$ cat src/design/sdiv_pkg.sv
// Shared types and constants for the signed saturating divider.
// No dependencies; used by every module of the block.
`default_nettype none

package sdiv_pkg;

  // Default operand and quotient width
  localparam int unsigned DATA_WIDTH_DEF = 32;

  // Control that travels with each item down the chain
  typedef struct packed {
    logic valid;  // stage holds a live item
    logic sat;    // quotient saturates to the largest positive value
    logic neg;    // operand signs differ, quotient is negated at the end
  } sdiv_ctl_t;

endpackage : sdiv_pkg

`default_nettype wire

$ cat src/design/signed_divider_saturating_unit.sv
// Top level of the signed saturating divider: entry stage, cell chain, exit stage.
// Depends on sdiv_pkg, sdiv_prep, sdiv_cell and sdiv_fix.
`default_nettype none

// Signed divider, quotient truncated toward zero. A zero divisor, and the most
// negative dividend over minus one, give the largest positive value. An item
// is taken at every clock edge with start high (busy is always low). Its
// quotient is on out_quotient, with out_valid high, for a single cycle once
// it has passed the registers of one entry stage, a chain of DATA_WIDTH
// restoring cells, one quotient bit each, and one exit stage. Items leave in
// the order they entered, one per cycle at most. The receiver cannot stall
// the output, so a result must be taken in its strobe cycle.
module signed_divider_saturating_unit #(
  parameter int unsigned DATA_WIDTH = sdiv_pkg::DATA_WIDTH_DEF
) (
  input  wire logic                  clk,
  input  wire logic                  rst_n,
  input  wire logic                  start,
  output logic                       busy,
  input  wire logic [DATA_WIDTH-1:0] in_numerator,
  input  wire logic [DATA_WIDTH-1:0] in_denominator,
  output logic                       out_valid,
  output logic      [DATA_WIDTH-1:0] out_quotient
);
  import sdiv_pkg::*;

  // Stage links: index 0 is the entry stage output, DATA_WIDTH the last cell
  sdiv_ctl_t             ctl_s [DATA_WIDTH+1];
  logic [DATA_WIDTH-1:0] rem_s [DATA_WIDTH+1];
  logic [DATA_WIDTH-1:0] num_s [DATA_WIDTH+1];
  logic [DATA_WIDTH-1:0] den_s [DATA_WIDTH+1];
  logic [DATA_WIDTH-1:0] quo_s [DATA_WIDTH+1];
  logic                  accept;

  // Fully pipelined, never holds items off
  assign busy   = 1'b0;
  assign accept = start & ~busy;

  sdiv_prep #(.DATA_WIDTH(DATA_WIDTH)) u_prep (
    .clk         (clk),
    .rst_n       (rst_n),
    .accept      (accept),
    .numerator   (in_numerator),
    .denominator (in_denominator),
    .ctl_o       (ctl_s[0]),
    .num_mag_o   (num_s[0]),
    .den_mag_o   (den_s[0])
  );

  // Partial remainder and quotient start empty
  assign rem_s[0] = '0;
  assign quo_s[0] = '0;

  // One cell per quotient bit
  for (genvar i = 0; i < DATA_WIDTH; i++) begin : g_cell
    sdiv_cell #(.DATA_WIDTH(DATA_WIDTH)) u_cell (
      .clk   (clk),
      .rst_n (rst_n),
      .ctl_i (ctl_s[i]),
      .rem_i (rem_s[i]),
      .num_i (num_s[i]),
      .den_i (den_s[i]),
      .quo_i (quo_s[i]),
      .ctl_o (ctl_s[i+1]),
      .rem_o (rem_s[i+1]),
      .num_o (num_s[i+1]),
      .den_o (den_s[i+1]),
      .quo_o (quo_s[i+1])
    );
  end

  sdiv_fix #(.DATA_WIDTH(DATA_WIDTH)) u_fix (
    .clk        (clk),
    .rst_n      (rst_n),
    .ctl_i      (ctl_s[DATA_WIDTH]),
    .quo_i      (quo_s[DATA_WIDTH]),
    .valid_o    (out_valid),
    .quotient_o (out_quotient)
  );

endmodule : signed_divider_saturating_unit

`default_nettype wire

$ cat src/design/sdiv_prep.sv
// Entry stage: magnitudes, quotient sign and saturation flag, registered.
// Depends on sdiv_pkg.
`default_nettype none

module sdiv_prep #(
  parameter int unsigned DATA_WIDTH = sdiv_pkg::DATA_WIDTH_DEF
) (
  input  wire logic                  clk,
  input  wire logic                  rst_n,
  input  wire logic                  accept,
  input  wire logic [DATA_WIDTH-1:0] numerator,
  input  wire logic [DATA_WIDTH-1:0] denominator,
  output sdiv_pkg::sdiv_ctl_t        ctl_o,
  output logic      [DATA_WIDTH-1:0] num_mag_o,
  output logic      [DATA_WIDTH-1:0] den_mag_o
);
  import sdiv_pkg::*;

  localparam logic [DATA_WIDTH-1:0] MOST_NEG = {1'b1, {(DATA_WIDTH-1){1'b0}}};
  localparam logic [DATA_WIDTH-1:0] MINUS_ONE = {DATA_WIDTH{1'b1}};

  sdiv_ctl_t             ctl_r, ctl_nxt;
  logic [DATA_WIDTH-1:0] num_mag_r, num_mag_nxt;
  logic [DATA_WIDTH-1:0] den_mag_r, den_mag_nxt;

  // Special cases and magnitudes; the most negative value keeps its bit pattern,
  // which is its correct unsigned magnitude
  always_comb begin
    ctl_nxt.valid = accept;
    ctl_nxt.sat   = (denominator == '0) ||
                    ((numerator == MOST_NEG) && (denominator == MINUS_ONE));
    ctl_nxt.neg   = numerator[DATA_WIDTH-1] ^ denominator[DATA_WIDTH-1];
    num_mag_nxt   = numerator[DATA_WIDTH-1] ? (~numerator + 1'b1) : numerator;
    den_mag_nxt   = denominator[DATA_WIDTH-1] ? (~denominator + 1'b1) : denominator;
  end

  // Control register
  always_ff @(posedge clk) begin
    if (!rst_n) begin
      ctl_r <= '0;
    end else begin
      ctl_r <= ctl_nxt;
    end
  end

  // Payload registers
  always_ff @(posedge clk) begin
    num_mag_r <= num_mag_nxt;
    den_mag_r <= den_mag_nxt;
  end

  assign ctl_o     = ctl_r;
  assign num_mag_o = num_mag_r;
  assign den_mag_o = den_mag_r;

endmodule : sdiv_prep

`default_nettype wire

$ cat src/design/sdiv_cell.sv
// One restoring division step: produces one quotient bit, MSB first, registered.
// Depends on sdiv_pkg.
`default_nettype none

module sdiv_cell #(
  parameter int unsigned DATA_WIDTH = sdiv_pkg::DATA_WIDTH_DEF
) (
  input  wire logic                  clk,
  input  wire logic                  rst_n,
  input  sdiv_pkg::sdiv_ctl_t        ctl_i,
  input  wire logic [DATA_WIDTH-1:0] rem_i,
  input  wire logic [DATA_WIDTH-1:0] num_i,
  input  wire logic [DATA_WIDTH-1:0] den_i,
  input  wire logic [DATA_WIDTH-1:0] quo_i,
  output sdiv_pkg::sdiv_ctl_t        ctl_o,
  output logic      [DATA_WIDTH-1:0] rem_o,
  output logic      [DATA_WIDTH-1:0] num_o,
  output logic      [DATA_WIDTH-1:0] den_o,
  output logic      [DATA_WIDTH-1:0] quo_o
);
  import sdiv_pkg::*;

  sdiv_ctl_t             ctl_r;
  logic [DATA_WIDTH-1:0] rem_r, rem_nxt;
  logic [DATA_WIDTH-1:0] num_r, num_nxt;
  logic [DATA_WIDTH-1:0] den_r;
  logic [DATA_WIDTH-1:0] quo_r, quo_nxt;
  logic [DATA_WIDTH-1:0] trial;
  logic                  fits;

  // Bring down the next dividend bit and try the subtraction; the partial
  // remainder stays below the divisor, so the shifted value fits the width
  always_comb begin
    trial   = {rem_i[DATA_WIDTH-2:0], num_i[DATA_WIDTH-1]};
    fits    = (trial >= den_i);
    rem_nxt = fits ? (trial - den_i) : trial;
    num_nxt = {num_i[DATA_WIDTH-2:0], 1'b0};
    quo_nxt = {quo_i[DATA_WIDTH-2:0], fits};
  end

  // Control register
  always_ff @(posedge clk) begin
    if (!rst_n) begin
      ctl_r <= '0;
    end else begin
      ctl_r <= ctl_i;
    end
  end

  // Payload registers
  always_ff @(posedge clk) begin
    rem_r <= rem_nxt;
    num_r <= num_nxt;
    den_r <= den_i;
    quo_r <= quo_nxt;
  end

  assign ctl_o = ctl_r;
  assign rem_o = rem_r;
  assign num_o = num_r;
  assign den_o = den_r;
  assign quo_o = quo_r;

endmodule : sdiv_cell

`default_nettype wire

$ cat src/design/sdiv_fix.sv
// Exit stage: sign fix-up, saturation and the registered result strobe.
// Depends on sdiv_pkg.
`default_nettype none

module sdiv_fix #(
  parameter int unsigned DATA_WIDTH = sdiv_pkg::DATA_WIDTH_DEF
) (
  input  wire logic                  clk,
  input  wire logic                  rst_n,
  input  sdiv_pkg::sdiv_ctl_t        ctl_i,
  input  wire logic [DATA_WIDTH-1:0] quo_i,
  output logic                       valid_o,
  output logic      [DATA_WIDTH-1:0] quotient_o
);
  import sdiv_pkg::*;

  localparam logic [DATA_WIDTH-1:0] MAX_POS = {1'b0, {(DATA_WIDTH-1){1'b1}}};

  logic                  valid_r;
  logic [DATA_WIDTH-1:0] quotient_r, quotient_nxt;

  // Saturate, else negate when the operand signs differ
  always_comb begin
    if (ctl_i.sat) begin
      quotient_nxt = MAX_POS;
    end else if (ctl_i.neg) begin
      quotient_nxt = ~quo_i + 1'b1;
    end else begin
      quotient_nxt = quo_i;
    end
  end

  // Result strobe
  always_ff @(posedge clk) begin
    if (!rst_n) begin
      valid_r <= 1'b0;
    end else begin
      valid_r <= ctl_i.valid;
    end
  end

  // Result register
  always_ff @(posedge clk) begin
    quotient_r <= quotient_nxt;
  end

  assign valid_o    = valid_r;
  assign quotient_o = quotient_r;

endmodule : sdiv_fix

`default_nettype wire

$ cat config.mk
export PLATFORM = sky130hd
export DESIGN_NAME = signed_divider_saturating_unit
export DESIGN_NICKNAME = d
export VERILOG_FILES = /design/src/design/sdiv_pkg.sv /design/src/design/signed_divider_saturating_unit.sv /design/src/design/sdiv_prep.sv /design/src/design/sdiv_cell.sv /design/src/design/sdiv_fix.sv
export SDC_FILE = /design/constraint.sdc
export NUM_CORES = 2
export LEC_CHECK = 0
export BUFFER_PORTS_ARGS = -buffer_cell sky130_fd_sc_hd__buf_2
export CAP_MARGIN = 20
export CELL_PAD_IN_SITES_DETAIL_PLACEMENT = 1
export CELL_PAD_IN_SITES_GLOBAL_PLACEMENT = 2
export CORE_MARGIN = 2
export CORE_UTILIZATION = 41
export DETAILED_ROUTE_END_ITERATION = 10
export PLACE_DENSITY_LB_ADDON = 0.1
export SYNTH_ARGS = -nofsm -noshare
export SYNTH_HDL_FRONTEND = slang
export SYNTH_SLANG_ARGS = --single-unit
$ cat constraint.sdc
create_clock -name clk -period 4 [get_ports clk]
set_input_delay 0.8 -clock clk [delete_from_list [all_inputs] [get_ports clk]]
set_output_delay 0.8 -clock clk [all_outputs]
set_load 0.02 [all_outputs]
==> impl_metrics.env <==
export IMPL_cts_sinks=3173
export IMPL_hold_path_depth=2
export IMPL_clock_root_buffer="clkbuf_16"
export IMPL_drive_above_1_share=0.0839
export IMPL_holdWs_ns=0.0825
export IMPL_grt_pass1_wl_um=536000
export IMPL_fmax_ghz=0.261
export IMPL_die_y_um=559
export IMPL_grt_overflow_total=0
export IMPL_critical_path_class="flip-flop to flip-flop"
export IMPL_pre_cts_slack_ns=-0.0617
export IMPL_clkLatencyLatePin_ns=0.96
export IMPL_syn_area_per_cell_um2=9.70
export IMPL_tightestPinTransition_ns=0.897
export IMPL_vias_per_cell=5.09
export IMPL_drt_iter0_drc=3889
export IMPL_p_sw_frac=0.313
export IMPL_grt_busiest_layer="met2"
export IMPL_syn_inst=13000
export IMPL_port_buffers=99
export IMPL_placed_cell_area_um2=133000
export IMPL_nFillCells=34000
export IMPL_cp_arrival_ns=4.63
export IMPL_die_area_um2=312000
export IMPL_num_rows=203
export IMPL_yosysWarnings=0
export IMPL_grt_use_total=0.216
export IMPL_end_kind="flip-flop"
export IMPL_crit_chain="inv_1, ha_1, nor2b_1, o21ai_1, a21oi_1, o31a_1, o21ai_1, o311ai_1, a21oi_1, o21ai_0, buf_4, a21oi_4, buf_12, o21ai_0, buf_4"
export IMPL_seq_area_um2=63500
export IMPL_die_w_um=559
export IMPL_worst_clock_skew_ns=0.119
export IMPL_p_leak_nw=67.6
export IMPL_finalWirelength_um=344000
export IMPL_p_comb_frac=0.255
export IMPL_synth_edf_count=0
export IMPL_tritoncts="yes"
export IMPL_h_tree_depth=5
export IMPL_seq_power_share=0.402
export IMPL_cp_start_kind="flip-flop"
export IMPL_met3_usage=0.0278
export IMPL_ys_flop_type="dfxtp_1"
export IMPL_final_cell_mix="3173 x dfxtp_1, 1240 x inv_1, 1096 x nand2_1"
export IMPL_ant_nets=0
export IMPL_maxCapViolations=0
export IMPL_finalPower_mw=94.0
export IMPL_grtUsageMet2=0.370
export IMPL_setup_tns_ns=0
export IMPL_seq_area_frac_synth=0.504
export IMPL_internal_power_mw=64.6
export IMPL_outcome="complete, no violations"
export IMPL_syn_to_final_growth_pct=14.8
export IMPL_grt_antenna_before_repair=21
export IMPL_setup_slack_ns=0.166
export IMPL_vias=90400
export IMPL_core_um2=306000
export IMPL_synth_cell_types=95
export IMPL_grt_use_met1=0.279
export IMPL_critical_path_top_delay_family="compound AO/OA/AOI/OAI gates"
export IMPL_hpwlAfterDp_um=273000
export IMPL_crit_required_ns=4.80
export IMPL_final_nets=14500
export IMPL_io_pin_count=101
export IMPL_fin_crit_sh=0.959
export IMPL_rrSetupSlack_ns=0.17
export IMPL_path_depth=15
export IMPL_power_density_nw_per_um2=649
export IMPL_wire_per_inst_um=19.3
export IMPL_layout_commonest_cell="dfxtp_1"
export IMPL_finalSetupViolCount=0
export IMPL_slowest_stage="dfxtp_1"
export IMPL_syn_cell_area_um2=126000
export IMPL_drc_errors=0
export IMPL_critPathMaxStageDelay_ns=0.50
export IMPL_numCtsBuffers=339
export IMPL_slew_viol_final=0
export IMPL_grt_start_max_net_pins=60
export IMPL_path_buf_inv=4
export IMPL_hold_class="input pin to flip-flop"
export IMPL_cts_path_max_buffers=4
export IMPL_peakVddDrop_mv=0.395
export IMPL_final_cell_area_um2=145000
export IMPL_rr_worst_depth=15
export IMPL_worst_path_max_fanout=41
export IMPL_path_clk_slew_ns=0.06
export IMPL_p_clk_frac=0.343
export IMPL_firstDrtPassIters=5
export IMPL_initial_core_util=0.412
export IMPL_switchingPower_mw=29.4
export IMPL_multi_input_area_um2=57200
export IMPL_syn_nets=14100
export IMPL_async_flop_share=0
export IMPL_grt_pass1_vias=94700
export IMPL_slew_headroom=0.394
export IMPL_hold_viol_final=0
export IMPL_ys_ff_latch=3173
export IMPL_gp_congestion=0.868
export IMPL_post_route_min_period_ns=3.83
export IMPL_rsz0062_at_grt="false"
path summary, 6_finish.rpt:
kind | from | to
worst max-delay path | g_cell[10].u_cell.den_o[2] | g_cell[11].u_cell.rem_o[10]
worst min-delay path | in_numerator[20] | u_prep.num_mag_o[20]
worst max register to register | g_cell[10].u_cell.den_o[2] | g_cell[11].u_cell.rem_o[10]
worst min register to register | g_cell[25].u_cell.den_o[9] | g_cell[26].u_cell.den_o[9]
power by group through the flow:
| stage | Combinational [mW] | Clock (mW) | Sequential [mW] |
|---|---|---|---|
| floorplan | 17.4 | 0 | 37.1 |
| global placement | 23.2 | 0 | 38.4 |
| detailed placement | 23.9 | 0 | 38.5 |
| CTS | 24.1 | 33.2 | 37.9 |
| global route | 26.8 | 34.6 | 38.1 |
| finish | 24.0 | 32.3 | 37.8 |
cells in the mapped netlist (all sizes together) (99+ instances only):
cell	number	area (um^2)
a21o	522	3920
a21oi	944	4720
a31oi	104	663
and2	137	857
clkbuf	216	811
dfxtp	3173	63500
ha	998	12500
inv	1243	4670
mux2	160	1800
nand2	1096	4110
nand2b	133	832
nand3	161	806
nand4	166	1040
nor2	636	2390
nor2b	153	957
nor3	117	586
o21a	99	743
o21ai	1041	5210
xnor2	475	4160
xor2	386	3380
layer usage:
| layer | up-vias | part of all wire |
|---|---|---|
| met2 | 1194 | 0.47 |
| li1 | 45200 | - |
| met5 | - | 0 |
| met4 | 0 | 0.034 |
| met3 | 557 | 0.031 |
| met1 | 43400 | 0.46 |
cells by family (layout without fill, tap and decap cells):
group | after synthesis | count (layout) | synth area share
AOI/OAI and AO/OA | 3364 | 3365 | 0.165
xor gates and xnor gates | 861 | 861 | 0.0598
adders and majority gates | 1028 | 1028 | 0.104
buffers and inverters | 1524 | 2167 | 0.0459
DFF | 3173 | 3173 | 0.504
muxes | 176 | 176 | 0.0156
other | 1 | 29 | 0.0000297
and+or+nand+nor | 2872 | 2872 | 0.107
sequential cells by signal (all words and copies together), names as in the netlist:
signal	flops
g_cell.u_cell.quo_o	528
g_cell.u_cell.ctl_o	96
u_fix.quotient_o	32
u_prep.num_mag_o	32
g_cell.u_cell.num_o	496
u_prep.den_mag_o	32
u_fix.valid_o	1
g_cell.u_cell.rem_o	961
g_cell.u_cell.den_o	992
u_prep.ctl_o	3
area by class of cell:
class | instances | share of cell area
Clock inverter | 143 | 0.0141
Inverter | 1243 | 0.0322
Sequential cell | 3173 | 0.439
Tap cell | 4100 | 0.0354
Clock buffer | 466 | 0.0668
Timing Repair Buffer | 315 | 0.0173
Antenna cell | 28 | 0.000484
Multi-Input combinational cell | 8303 | 0.395
per-stage QoR:
stage / util / instances
finish: 0.473 / 17800
global route: 0.473 / 17800
CTS: 0.472 / 17700
detailed placement: 0.434 / 17100
global placement: 0.434 / 17100
floorplan: - / 13000
repair_timing:
action / 4_1_cts / 5_1_grt
setup buffers: 0 / 10
hold buffers: 9 / 0
endpoints found under the hold margin: 9 / 0
cloned: 0 / 1
endpoints found under the setup margin: 8 / 170
pin swaps: 0 / 4
resized for setup: 2 / 21
Note: power is estimated with default switching activity, not from simulation.
